File: config.mk
export PLATFORM = sky130hd
export DESIGN_NAME = quoted_field_splitter_core_flat
export DESIGN_NICKNAME = d
export VERILOG_FILES = /design/src/qfs_pkg.sv /design/src/qfs_req_if.sv /design/src/qfs_rsp_if.sv /design/src/qfs_store.sv /design/src/quoted_field_splitter_core.sv /design/src/flat_wrapper.sv
export SDC_FILE = /design/constraint.sdc
export NUM_CORES = 1
export LEC_CHECK = 0
export BUFFER_PORTS_ARGS = -buffer_cell sky130_fd_sc_hd__buf_2
export CAP_MARGIN = 10
export CORE_MARGIN = 4
export CORE_UTILIZATION = 52
export DETAILED_ROUTE_END_ITERATION = 10
export PLACE_DENSITY_LB_ADDON = 0.15
export SLEW_MARGIN = 40
export SYNTH_ARGS = -nofsm -noshare
export SYNTH_HDL_FRONTEND = slang
export SYNTH_SLANG_ARGS = --single-unit
File: constraint.sdc
create_clock -name clock -period 2.9 [get_ports clock]
set_input_delay 0 -clock clock [delete_from_list [all_inputs] [get_ports clock]]
set_output_delay 0 -clock clock [all_outputs]
set_load 0.005 [all_outputs]
File: src/qfs_pkg.sv
// Shared types and constants for the quoted field splitter.
package qfs_pkg;

   localparam int unsigned BYTE_W      = 8;
   localparam int unsigned DELIM_REGS  = 4;
   localparam int unsigned DELIM_CNT_W = 3;
   localparam int unsigned CSR_INDEX_W = 3;
   localparam int unsigned CSR_DATA_W  = 8;

   localparam logic [BYTE_W-1:0] QUOTE_BYTE = 8'd34;

   localparam logic [CSR_INDEX_W-1:0] CSR_DELIM_COUNT = 3'd0;
   localparam logic [CSR_INDEX_W-1:0] CSR_DELIM_A     = 3'd1;
   localparam logic [CSR_INDEX_W-1:0] CSR_DELIM_B     = 3'd2;
   localparam logic [CSR_INDEX_W-1:0] CSR_DELIM_C     = 3'd3;
   localparam logic [CSR_INDEX_W-1:0] CSR_DELIM_D     = 3'd4;

   localparam logic [DELIM_CNT_W-1:0] DELIM_COUNT_RESET = 3'd1;
   localparam logic [BYTE_W-1:0] DELIM_A_RESET = 8'd44;
   localparam logic [BYTE_W-1:0] DELIM_B_RESET = 8'd9;
   localparam logic [BYTE_W-1:0] DELIM_C_RESET = 8'd32;
   localparam logic [BYTE_W-1:0] DELIM_D_RESET = 8'd59;

   typedef enum logic [1:0] {
      MODE_START,
      MODE_UNQ,
      MODE_QUOTED,
      MODE_QSEEN
   } parse_mode_type;

   typedef enum logic [1:0] {
      EMIT_RUN,
      EMIT_BYTES,
      EMIT_FEND,
      EMIT_TAIL
   } emit_state_type;

   typedef struct packed {
      logic [BYTE_W-1:0] out_byte;
      logic              byte_valid;
      logic              field_end;
      logic              string_end;
      logic              overflow;
      logic              run_last;
   } rsp_word_type;

endpackage

File: src/qfs_req_if.sv
// Input channel: string bytes and terminators.
interface qfs_req_if;
   logic                       valid;
   logic                       ready;
   logic [qfs_pkg::BYTE_W-1:0] in_byte;
   logic                       is_terminator;

   modport source (output valid, output in_byte, output is_terminator, input ready);
   modport sink   (input valid, input in_byte, input is_terminator, output ready);
endinterface

File: src/qfs_rsp_if.sv
// Result channel: field bytes and field end markers.
interface qfs_rsp_if;
   logic                       valid;
   logic                       ready;
   logic [qfs_pkg::BYTE_W-1:0] out_byte;
   logic                       byte_valid;
   logic                       field_end;
   logic                       string_end;
   logic                       overflow;
   logic                       run_last;

   modport source (output valid, output out_byte, output byte_valid, output field_end,
                   output string_end, output overflow, output run_last, input ready);
   modport sink   (input valid, input out_byte, input byte_valid, input field_end,
                   input string_end, input overflow, input run_last, output ready);
endinterface

File: src/qfs_store.sv
// Quoted content buffer: one write port, one registered read port.
module qfs_store #(
   parameter int unsigned DEPTH  = 32,
   parameter int unsigned DATA_W = 8,
   localparam int unsigned ADDR_W = (DEPTH > 1) ? $clog2(DEPTH) : 1
) (
   input  logic              clock,
   input  logic              wr_en,
   input  logic [ADDR_W-1:0] wr_addr,
   input  logic [DATA_W-1:0] wr_data,
   input  logic              rd_en,
   input  logic [ADDR_W-1:0] rd_addr,
   output logic [DATA_W-1:0] rd_data
);

   logic [DATA_W-1:0] mem [DEPTH];
   logic [DATA_W-1:0] rd_data_ff;

   always_ff @(posedge clock) begin
      if (wr_en) begin
         mem[wr_addr] <= wr_data;
      end
      if (rd_en) begin
         rd_data_ff <= mem[rd_addr];
      end
   end

   assign rd_data = rd_data_ff;

endmodule

File: src/quoted_field_splitter_core.sv
// Top level of the quoted field splitter: parser, buffer control and result register.
// Result words are registered; quoted field bytes are emitted only once the field closes.
// Throughput: one input word per cycle while the result register can load; closing a
// quoted field stalls input while its bytes (one buffer read each), field end and tail go out.
// Reset: parse mode, emit state, buffer fill, overflow flag and result valid flag clear;
// delimiter registers return to their defaults; buffer contents and result word are kept.
module quoted_field_splitter_core #(
   parameter int unsigned QUOTED_DEPTH = 32,
   parameter int unsigned DELIM_SLOTS  = 4
) (
   input  logic                            clock,
   input  logic                            reset,
   qfs_req_if.sink                         req_if,
   qfs_rsp_if.source                       rsp_if,
   input  logic                            csr_we,
   input  logic [qfs_pkg::CSR_INDEX_W-1:0] csr_index,
   input  logic [qfs_pkg::CSR_DATA_W-1:0]  csr_wdata
);

   localparam int unsigned ADDR_W     = (QUOTED_DEPTH > 1) ? $clog2(QUOTED_DEPTH) : 1;
   localparam int unsigned FILL_W     = $clog2(QUOTED_DEPTH + 1);
   localparam int unsigned USED_SLOTS =
      (DELIM_SLOTS < qfs_pkg::DELIM_REGS) ? DELIM_SLOTS : qfs_pkg::DELIM_REGS;

   qfs_pkg::parse_mode_type mode_ff, mode_in;
   qfs_pkg::emit_state_type state_ff, state_in;
   logic [FILL_W-1:0]              fill_ff, fill_in;
   logic                           ovf_ff, ovf_in;
   logic [ADDR_W-1:0]              idx_ff, idx_in;
   logic                           se_ff, se_in;
   logic                           tail_ff, tail_in;
   logic [qfs_pkg::BYTE_W-1:0]     tail_byte_ff, tail_byte_in;
   logic                           rsp_valid_ff, rsp_valid_in;
   qfs_pkg::rsp_word_type          rsp_word_ff, rsp_word_in;

   logic [qfs_pkg::DELIM_CNT_W-1:0] delim_count_ff;
   logic [qfs_pkg::BYTE_W-1:0]      delim_ff [qfs_pkg::DELIM_REGS];

   logic                       wr_en;
   logic [ADDR_W-1:0]          wr_addr;
   logic [qfs_pkg::BYTE_W-1:0] wr_data;
   logic                       rd_en;
   logic [ADDR_W-1:0]          rd_addr;
   logic [qfs_pkg::BYTE_W-1:0] rd_data;

   logic                       load_ok;
   logic                       accept;
   logic [qfs_pkg::BYTE_W-1:0] in_b;
   logic                       in_term;
   logic                       is_quote;
   logic                       is_delim;
   logic [FILL_W-1:0]          next_idx;

   function automatic qfs_pkg::rsp_word_type make_word(
      input logic [qfs_pkg::BYTE_W-1:0] b,
      input logic                       valid,
      input logic                       fe,
      input logic                       se,
      input logic                       ov,
      input logic                       last
   );
      qfs_pkg::rsp_word_type w;
      w.out_byte   = valid ? b : '0;
      w.byte_valid = valid;
      w.field_end  = fe;
      w.string_end = se;
      w.overflow   = ov;
      w.run_last   = last;
      return w;
   endfunction

   qfs_store #(
      .DEPTH  (QUOTED_DEPTH),
      .DATA_W (qfs_pkg::BYTE_W)
   ) u_store (
      .clock   (clock),
      .wr_en   (wr_en),
      .wr_addr (wr_addr),
      .wr_data (wr_data),
      .rd_en   (rd_en),
      .rd_addr (rd_addr),
      .rd_data (rd_data)
   );

   assign load_ok      = !rsp_valid_ff || rsp_if.ready;
   assign req_if.ready = (state_ff == qfs_pkg::EMIT_RUN) && load_ok;
   assign accept       = req_if.valid && req_if.ready;
   assign in_b         = req_if.in_byte;
   assign in_term      = req_if.is_terminator;
   assign is_quote     = (in_b == qfs_pkg::QUOTE_BYTE);
   assign next_idx     = FILL_W'(idx_ff) + FILL_W'(1);

   always_comb begin
      is_delim = 1'b0;
      for (int i = 0; i < USED_SLOTS; i++) begin
         if ((qfs_pkg::DELIM_CNT_W'(i) < delim_count_ff) && (delim_ff[i] != '0) &&
             (delim_ff[i] == in_b)) begin
            is_delim = 1'b1;
         end
      end
   end

   always_comb begin
      mode_in      = mode_ff;
      state_in     = state_ff;
      fill_in      = fill_ff;
      ovf_in       = ovf_ff;
      idx_in       = idx_ff;
      se_in        = se_ff;
      tail_in      = tail_ff;
      tail_byte_in = tail_byte_ff;
      rsp_valid_in = rsp_valid_ff && !rsp_if.ready;
      rsp_word_in  = rsp_word_ff;
      wr_en        = 1'b0;
      wr_addr      = fill_ff[ADDR_W-1:0];
      wr_data      = in_b;
      rd_en        = 1'b0;
      rd_addr      = '0;

      unique case (state_ff)
         qfs_pkg::EMIT_RUN: begin
            if (accept) begin
               unique case (mode_ff)
                  qfs_pkg::MODE_START: begin
                     if (in_term) begin
                        rsp_valid_in = 1'b1;
                        rsp_word_in  = make_word('0, 1'b0, 1'b1, 1'b1, 1'b0, 1'b1);
                     end else if (is_quote) begin
                        fill_in = '0;
                        ovf_in  = 1'b0;
                        mode_in = qfs_pkg::MODE_QUOTED;
                     end else if (is_delim) begin
                        rsp_valid_in = 1'b1;
                        rsp_word_in  = make_word('0, 1'b0, 1'b1, 1'b0, 1'b0, 1'b1);
                     end else begin
                        rsp_valid_in = 1'b1;
                        rsp_word_in  = make_word(in_b, 1'b1, 1'b0, 1'b0, 1'b0, 1'b1);
                        mode_in      = qfs_pkg::MODE_UNQ;
                     end
                  end
                  qfs_pkg::MODE_UNQ: begin
                     rsp_valid_in = 1'b1;
                     if (in_term) begin
                        rsp_word_in = make_word('0, 1'b0, 1'b1, 1'b1, 1'b0, 1'b1);
                        mode_in     = qfs_pkg::MODE_START;
                     end else if (is_delim) begin
                        rsp_word_in = make_word('0, 1'b0, 1'b1, 1'b0, 1'b0, 1'b1);
                        mode_in     = qfs_pkg::MODE_START;
                     end else begin
                        rsp_word_in = make_word(in_b, 1'b1, 1'b0, 1'b0, 1'b0, 1'b1);
                     end
                  end
                  qfs_pkg::MODE_QUOTED: begin
                     if (in_term) begin
                        fill_in      = '0;
                        ovf_in       = 1'b0;
                        rsp_valid_in = 1'b1;
                        rsp_word_in  = make_word('0, 1'b0, 1'b1, 1'b1, 1'b0, 1'b1);
                        mode_in      = qfs_pkg::MODE_START;
                     end else if (is_quote) begin
                        mode_in = qfs_pkg::MODE_QSEEN;
                     end else if (fill_ff < FILL_W'(QUOTED_DEPTH)) begin
                        wr_en   = 1'b1;
                        fill_in = fill_ff + FILL_W'(1);
                     end else begin
                        ovf_in = 1'b1;
                     end
                  end
                  qfs_pkg::MODE_QSEEN: begin
                     if (!in_term && is_quote) begin
                        if (fill_ff < FILL_W'(QUOTED_DEPTH)) begin
                           wr_en   = 1'b1;
                           fill_in = fill_ff + FILL_W'(1);
                        end else begin
                           ovf_in = 1'b1;
                        end
                        mode_in = qfs_pkg::MODE_QUOTED;
                     end else begin
                        se_in        = in_term;
                        tail_in      = !in_term && !is_delim;
                        tail_byte_in = in_b;
                        idx_in       = '0;
                        rd_en        = 1'b1;
                        mode_in      = tail_in ? qfs_pkg::MODE_UNQ : qfs_pkg::MODE_START;
                        state_in     = (fill_ff == '0) ? qfs_pkg::EMIT_FEND
                                                       : qfs_pkg::EMIT_BYTES;
                     end
                  end
                  default: begin
                     mode_in = qfs_pkg::MODE_START;
                  end
               endcase
            end
         end
         qfs_pkg::EMIT_BYTES: begin
            if (load_ok) begin
               rsp_valid_in = 1'b1;
               rsp_word_in  = make_word(rd_data, 1'b1, 1'b0, 1'b0, 1'b0, 1'b0);
               if (next_idx == fill_ff) begin
                  state_in = qfs_pkg::EMIT_FEND;
               end else begin
                  idx_in  = next_idx[ADDR_W-1:0];
                  rd_en   = 1'b1;
                  rd_addr = next_idx[ADDR_W-1:0];
               end
            end
         end
         qfs_pkg::EMIT_FEND: begin
            if (load_ok) begin
               rsp_valid_in = 1'b1;
               rsp_word_in  = make_word('0, 1'b0, 1'b1, se_ff, ovf_ff, !tail_ff);
               fill_in      = '0;
               ovf_in       = 1'b0;
               state_in     = tail_ff ? qfs_pkg::EMIT_TAIL : qfs_pkg::EMIT_RUN;
            end
         end
         qfs_pkg::EMIT_TAIL: begin
            if (load_ok) begin
               rsp_valid_in = 1'b1;
               rsp_word_in  = make_word(tail_byte_ff, 1'b1, 1'b0, 1'b0, 1'b0, 1'b1);
               state_in     = qfs_pkg::EMIT_RUN;
            end
         end
         default: begin
            state_in = qfs_pkg::EMIT_RUN;
         end
      endcase
   end

   always_ff @(posedge clock) begin
      if (reset) begin
         mode_ff        <= qfs_pkg::MODE_START;
         state_ff       <= qfs_pkg::EMIT_RUN;
         fill_ff        <= '0;
         ovf_ff         <= 1'b0;
         rsp_valid_ff   <= 1'b0;
         delim_count_ff <= qfs_pkg::DELIM_COUNT_RESET;
         delim_ff[0]    <= qfs_pkg::DELIM_A_RESET;
         delim_ff[1]    <= qfs_pkg::DELIM_B_RESET;
         delim_ff[2]    <= qfs_pkg::DELIM_C_RESET;
         delim_ff[3]    <= qfs_pkg::DELIM_D_RESET;
      end else begin
         mode_ff      <= mode_in;
         state_ff     <= state_in;
         fill_ff      <= fill_in;
         ovf_ff       <= ovf_in;
         rsp_valid_ff <= rsp_valid_in;
         if (csr_we) begin
            unique case (csr_index)
               qfs_pkg::CSR_DELIM_COUNT: delim_count_ff <= csr_wdata[qfs_pkg::DELIM_CNT_W-1:0];
               qfs_pkg::CSR_DELIM_A:     delim_ff[0]    <= csr_wdata;
               qfs_pkg::CSR_DELIM_B:     delim_ff[1]    <= csr_wdata;
               qfs_pkg::CSR_DELIM_C:     delim_ff[2]    <= csr_wdata;
               qfs_pkg::CSR_DELIM_D:     delim_ff[3]    <= csr_wdata;
               default: begin
               end
            endcase
         end
      end
   end

   always_ff @(posedge clock) begin
      idx_ff       <= idx_in;
      se_ff        <= se_in;
      tail_ff      <= tail_in;
      tail_byte_ff <= tail_byte_in;
      rsp_word_ff  <= rsp_word_in;
   end

   assign rsp_if.valid      = rsp_valid_ff;
   assign rsp_if.out_byte   = rsp_word_ff.out_byte;
   assign rsp_if.byte_valid = rsp_word_ff.byte_valid;
   assign rsp_if.field_end  = rsp_word_ff.field_end;
   assign rsp_if.string_end = rsp_word_ff.string_end;
   assign rsp_if.overflow   = rsp_word_ff.overflow;
   assign rsp_if.run_last   = rsp_word_ff.run_last;

endmodule

File: src/flat_wrapper.sv
// flat-port wrapper written by rule: the top's interface ports become plain ports
module quoted_field_splitter_core_flat 
#(
   parameter int unsigned QUOTED_DEPTH = 32,
   parameter int unsigned DELIM_SLOTS  = 4
)
  (clock, reset, csr_we, csr_index, csr_wdata, req_if_valid, req_if_in_byte, req_if_is_terminator, req_if_ready, rsp_if_valid, rsp_if_out_byte, rsp_if_byte_valid, rsp_if_field_end, rsp_if_string_end, rsp_if_overflow, rsp_if_run_last, rsp_if_ready);
  qfs_req_if req_if_i ();
  qfs_rsp_if rsp_if_i ();
  input  logic clock;
  input  logic reset;
  input  logic csr_we;
  input  logic [qfs_pkg::CSR_INDEX_W-1:0] csr_index;
  input  logic [qfs_pkg::CSR_DATA_W-1:0] csr_wdata;
  input wire logic [$bits(req_if_i.valid)-1:0] req_if_valid;
  input wire logic [$bits(req_if_i.in_byte)-1:0] req_if_in_byte;
  input wire logic [$bits(req_if_i.is_terminator)-1:0] req_if_is_terminator;
  output wire logic [$bits(req_if_i.ready)-1:0] req_if_ready;
  output wire logic [$bits(rsp_if_i.valid)-1:0] rsp_if_valid;
  output wire logic [$bits(rsp_if_i.out_byte)-1:0] rsp_if_out_byte;
  output wire logic [$bits(rsp_if_i.byte_valid)-1:0] rsp_if_byte_valid;
  output wire logic [$bits(rsp_if_i.field_end)-1:0] rsp_if_field_end;
  output wire logic [$bits(rsp_if_i.string_end)-1:0] rsp_if_string_end;
  output wire logic [$bits(rsp_if_i.overflow)-1:0] rsp_if_overflow;
  output wire logic [$bits(rsp_if_i.run_last)-1:0] rsp_if_run_last;
  input wire logic [$bits(rsp_if_i.ready)-1:0] rsp_if_ready;
  assign req_if_i.valid = req_if_valid;
  assign req_if_i.in_byte = req_if_in_byte;
  assign req_if_i.is_terminator = req_if_is_terminator;
  assign req_if_ready = req_if_i.ready;
  assign rsp_if_valid = rsp_if_i.valid;
  assign rsp_if_out_byte = rsp_if_i.out_byte;
  assign rsp_if_byte_valid = rsp_if_i.byte_valid;
  assign rsp_if_field_end = rsp_if_i.field_end;
  assign rsp_if_string_end = rsp_if_i.string_end;
  assign rsp_if_overflow = rsp_if_i.overflow;
  assign rsp_if_run_last = rsp_if_i.run_last;
  assign rsp_if_i.ready = rsp_if_ready;
  quoted_field_splitter_core #(.QUOTED_DEPTH(QUOTED_DEPTH), .DELIM_SLOTS(DELIM_SLOTS)) u_core (.clock(clock), .reset(reset), .req_if(req_if_i), .rsp_if(rsp_if_i), .csr_we(csr_we), .csr_index(csr_index), .csr_wdata(csr_wdata));
endmodule
==> results_dict.tcl <==
set metrics [dict create \
    nets 1185 \
    detailroute.via_count 9407 \
    layout.filler_cells 2159 \
    clock_skew_ns 0.01412 \
    drt-pass1-iter-count 5 \
    detail_route.iter0.violations 931 \
    antenna_cells 0 \
    count_of_unresolved_drc_violations_after_routing 0 \
    die_x_um 177.0 \
    fin_total_pwr_w 0.01004 \
    use_met2 0.3922 \
    die_height_um 177.0 \
    arrival_ns 3.00 \
    maxClockFrequency_mhz 365.5 \
    synth_fp_nets 1079 \
    fin_area_um2 17180 \
    critical_path.endpoint_type "register" \
    setup.worst_path.class "reg -> reg" \
    worst_hold_path_type "in -> reg" \
    fin_ws_ns 0.1639 \
    first_pass_grt_wire_length_mm 57.04 \
    required_time_of_the_critical_path_ns 3.17 \
    tritoncts.num_buffers 36 \
    synth-seq-area-share 0.6752 \
    yosys.cell_types.count 64 \
    post-dp-hpwl_mm 25.07 \
    io_pins 40 \
    grt_remaining_overflow 0 \
    synthDominantAreaCellType "sky130_fd_sc_hd__edfxtp_1" \
    start_util 0.5303 \
    place_worst_setup_slack_ns -0.1398 \
    top_cell_types_by_occurrence_after_synthesis "324 x sky130_fd_sc_hd__edfxtp_1, 102 x sky130_fd_sc_hd__nor2_1, 65 x sky130_fd_sc_hd__nand2_1, 53 x sky130_fd_sc_hd__o21ai_0, 42 x sky130_fd_sc_hd__mux2i_1" \
    crit_path_max_fanout 7 \
    placed_cell_area_um2 15840 \
    clock_tree.htree_level_count 2 \
    gp_routability_congestion 0.9243 \
    synth.most_common_cell "sky130_fd_sc_hd__edfxtp_1" \
    synth-edff-count 324 \
    post_route_cells_drive_above_1_share 0.1885 \
    cts-root-to-sink-buffers 3 \
    antenna_violations_before_repair 0 \
    cts_root_buffer "sky130_fd_sc_hd__clkbuf_16" \
    min_period_over_period 0.9435 \
    global_route.peak_usage_layer "met2" \
    grt_usage 0.2454 \
    max-slew-margin-rel 0.4565 \
    die_area_um2 31330 \
    dp.cells 1473 \
    postSynth.asyncResetShare 0 \
    area.growth.synth_to_final_pct 15.67 \
    internal_power_w 0.008013 \
    result_of_the_run "finished, final reports clean" \
    power.net_switching_w 0.002031 \
    timing.max_cap.violations 0 \
    pwr-share-clk 0.431 \
    met1_usage 0.3423 \
    synth_seq_cells 339 \
    postSynthCellCount 1049 \
    routed_wire_length_per_instance_um 24.72 \
    switching_power_share_of_the_total 0.2022 \
    worst_skew_pair.late_latency_ns 0.52 \
    clock_tree_from_tritoncts "built" \
    clock_sinks 339 \
    worstMarginPinSlew_ns 0.8122 \
    pin_count_of_the_biggest_net_entering_global_routing 46 \
    grt_pass1_vias 9270 \
    drt-total-wl_mm 38.46 \
    synth_area_um2 14850 \
    clk_pin_slew_worst_paths_ns 0.06 \
    gr-usage-met3 0.04828 \
    share_seq_of_total_power 0.540 \
    finalSetupViolCount 0 \
    synth_largest_type_area_fraction 0.6550 \
    final-hold-violation-count 0 \
    core_um2 28010 \
    power_density_nw_per_um2 584.6 \
    post_synth.cell_area_avg_um2 14.16 \
    timing.final.crit_period_ns 2.736 \
    std_cell_rows 61 \
    dominantRegCellSynth "sky130_fd_sc_hd__edfxtp_1" \
    finalCoreUtilization 0.6134 \
    leakagePower_nw 5.807 \
    antenna_left 0 \
    maxSlewViolCount 0 \
    power.combinational.fraction 0.029 \
    ir_worst_vdd_mv 0.4545 \
    cp-start-kind "register" \
    viasPerCell 6.046 \
    final-instance-count-excl-fill 1556 \
    synth_warnings 0 \
    numPortBuffers 39 \
    post_synth_main_area_contributors "sky130_fd_sc_hd__edfxtp_1 65%, sky130_fd_sc_hd__mux2i_1 2.8%, sky130_fd_sc_hd__nor2_1 2.6%, sky130_fd_sc_hd__mux4_2 2.6%, sky130_fd_sc_hd__dfxtp_1 2.0%" \
]
sequential cells by signal, summed over array words and instances (netlist names):
name                      flops
u_core.rsp_if.field_end       1
u_core.rsp_if.string_end      1
u_core.u_store.mem          256
u_core.tail_ff                1
u_core.idx_ff                 5
u_core.delim_count_ff         3
u_core.delim_ff              32
u_core.u_store.rd_data        8
u_core.ovf_ff                 1
u_core.state_ff               2
u_core.rsp_if.byte_valid      1
u_core.rsp_if.out_byte        8
u_core.mode_ff                2
u_core.rsp_if.overflow        1
u_core.rsp_if.valid           1
u_core.se_ff                  1
u_core.tail_byte_ff           8
u_core.fill_ff                6
u_core.rsp_if.run_last        1
power groups by stage:
| stage | Clock, W | Sequential, W | Combinational [W] |
|---|---|---|---|
| 3_5_place_dp | 0 | 0.00553 | 0.000273 |
| 4_1_cts | 0.00438 | 0.00543 | 0.000292 |
| 3_3_place_gp | 0 | 0.00553 | 0.000267 |
| 5_1_grt | 0.00459 | 0.00543 | 0.000317 |
| 2_1_floorplan | 0 | 0.00553 | 0.000110 |
| 6_report | 0.00432 | 0.00543 | 0.000294 |
cell type report:
| type | count | area [um^2] | share of cell area |
|---|---|---|---|
| inverters | 17 | 63.81 | 0.003714 |
| repair buffers | 129 | 1008 | 0.05870 |
| clock buffers | 44 | 952.2 | 0.05542 |
| clock inverters | 17 | 140.1 | 0.008156 |
| flip-flops and latches | 339 | 10030 | 0.5837 |
| well taps | 378 | 473.0 | 0.02753 |
| multi-input cells | 632 | 4514 | 0.2627 |
cell usage in the layout, fill, tap and decap left out, types with 11 or more instances in the layout:
cell type and n:
sky130_fd_sc_hd__a211oi_1 11, sky130_fd_sc_hd__a21oi_1 14, sky130_fd_sc_hd__and2_1 23, sky130_fd_sc_hd__buf_2 39, sky130_fd_sc_hd__buf_4 63, sky130_fd_sc_hd__clkbuf_16 37, sky130_fd_sc_hd__dfxtp_1 15, sky130_fd_sc_hd__dlygate4sd3_1 20
sky130_fd_sc_hd__edfxtp_1 324, sky130_fd_sc_hd__inv_1 17, sky130_fd_sc_hd__mux2_2 16, sky130_fd_sc_hd__mux2i_1 42, sky130_fd_sc_hd__mux4_2 17, sky130_fd_sc_hd__nand2_1 64, sky130_fd_sc_hd__nand2b_1 28, sky130_fd_sc_hd__nand3_1 12
sky130_fd_sc_hd__nor2_1 96, sky130_fd_sc_hd__nor3_1 33, sky130_fd_sc_hd__nor4_1 11, sky130_fd_sc_hd__o211a_1 16, sky130_fd_sc_hd__o211ai_1 18, sky130_fd_sc_hd__o21ai_0 53, sky130_fd_sc_hd__xor2_1 31
critical path, stage by stage (launching register included):
cell and delay [ns]:
sky130_fd_sc_hd__edfxtp_1 0.43, sky130_fd_sc_hd__ha_2 0.24, sky130_fd_sc_hd__xor2_2 0.20, sky130_fd_sc_hd__xnor2_2 0.17
sky130_fd_sc_hd__and2_2 0.29, sky130_fd_sc_hd__a2111oi_4 0.53, sky130_fd_sc_hd__a221o_1 0.22, sky130_fd_sc_hd__a211oi_1 0.06
sky130_fd_sc_hd__o32a_1 0.35
final timing paths:
path	from	to	slack (ns)	cells past startpoint
worst min-delay path	csr_we	u_core.delim_ff[0][28]	0.02	4
worst max register to register	u_core.idx_ff[1]	u_core.u_store.rd_data[1]	0.16	8
worst min register to register	u_core.ovf_ff	u_core.ovf_ff	0.48	2
worst max-delay path	u_core.idx_ff[1]	u_core.u_store.rd_data[1]	0.16	8
per-stage QoR:
| step | hold WS, ns | setup TNS, ns |
|---|---|---|
| 2_1_floorplan | 0.09887 | 0 |
| 3_3_place_gp | 0.3182 | -3.870 |
| 3_5_place_dp | 0.3174 | -6.951 |
| 4_1_cts | 0.008277 | 0 |
| 5_1_grt | 0.02376 | -0.003237 |
| 6_report | 0.01993 | 0 |
kinds of logic after synthesis:
family	synth area share
and+or+nand+nor	0.1023
adders and majority gates	0.004212
muxes	0.06621
AOI/OAI and AO/OA	0.09973
xor gates and xnor gates	0.02822
DFF	0.6752
buffers and inverters	0.02409
repair_timing:
| item | in CTS | in global routing |
|---|---|---|
| setup buffers | 0 | 2 |
| hold buffers | 20 | 0 |
| endpoints found under the setup margin | 0 | 8 |
| endpoints found under the hold margin | 50 | 0 |
| resized for setup | 0 | 5 |
routing by layer:
metal,share of wire,wire length [um]
met1,0.42,16160
met2,0.47,18250
met3,0.070,2709
met4,0.035,1342
met5,0,0
Note: power is estimated with default switching activity, not from simulation.
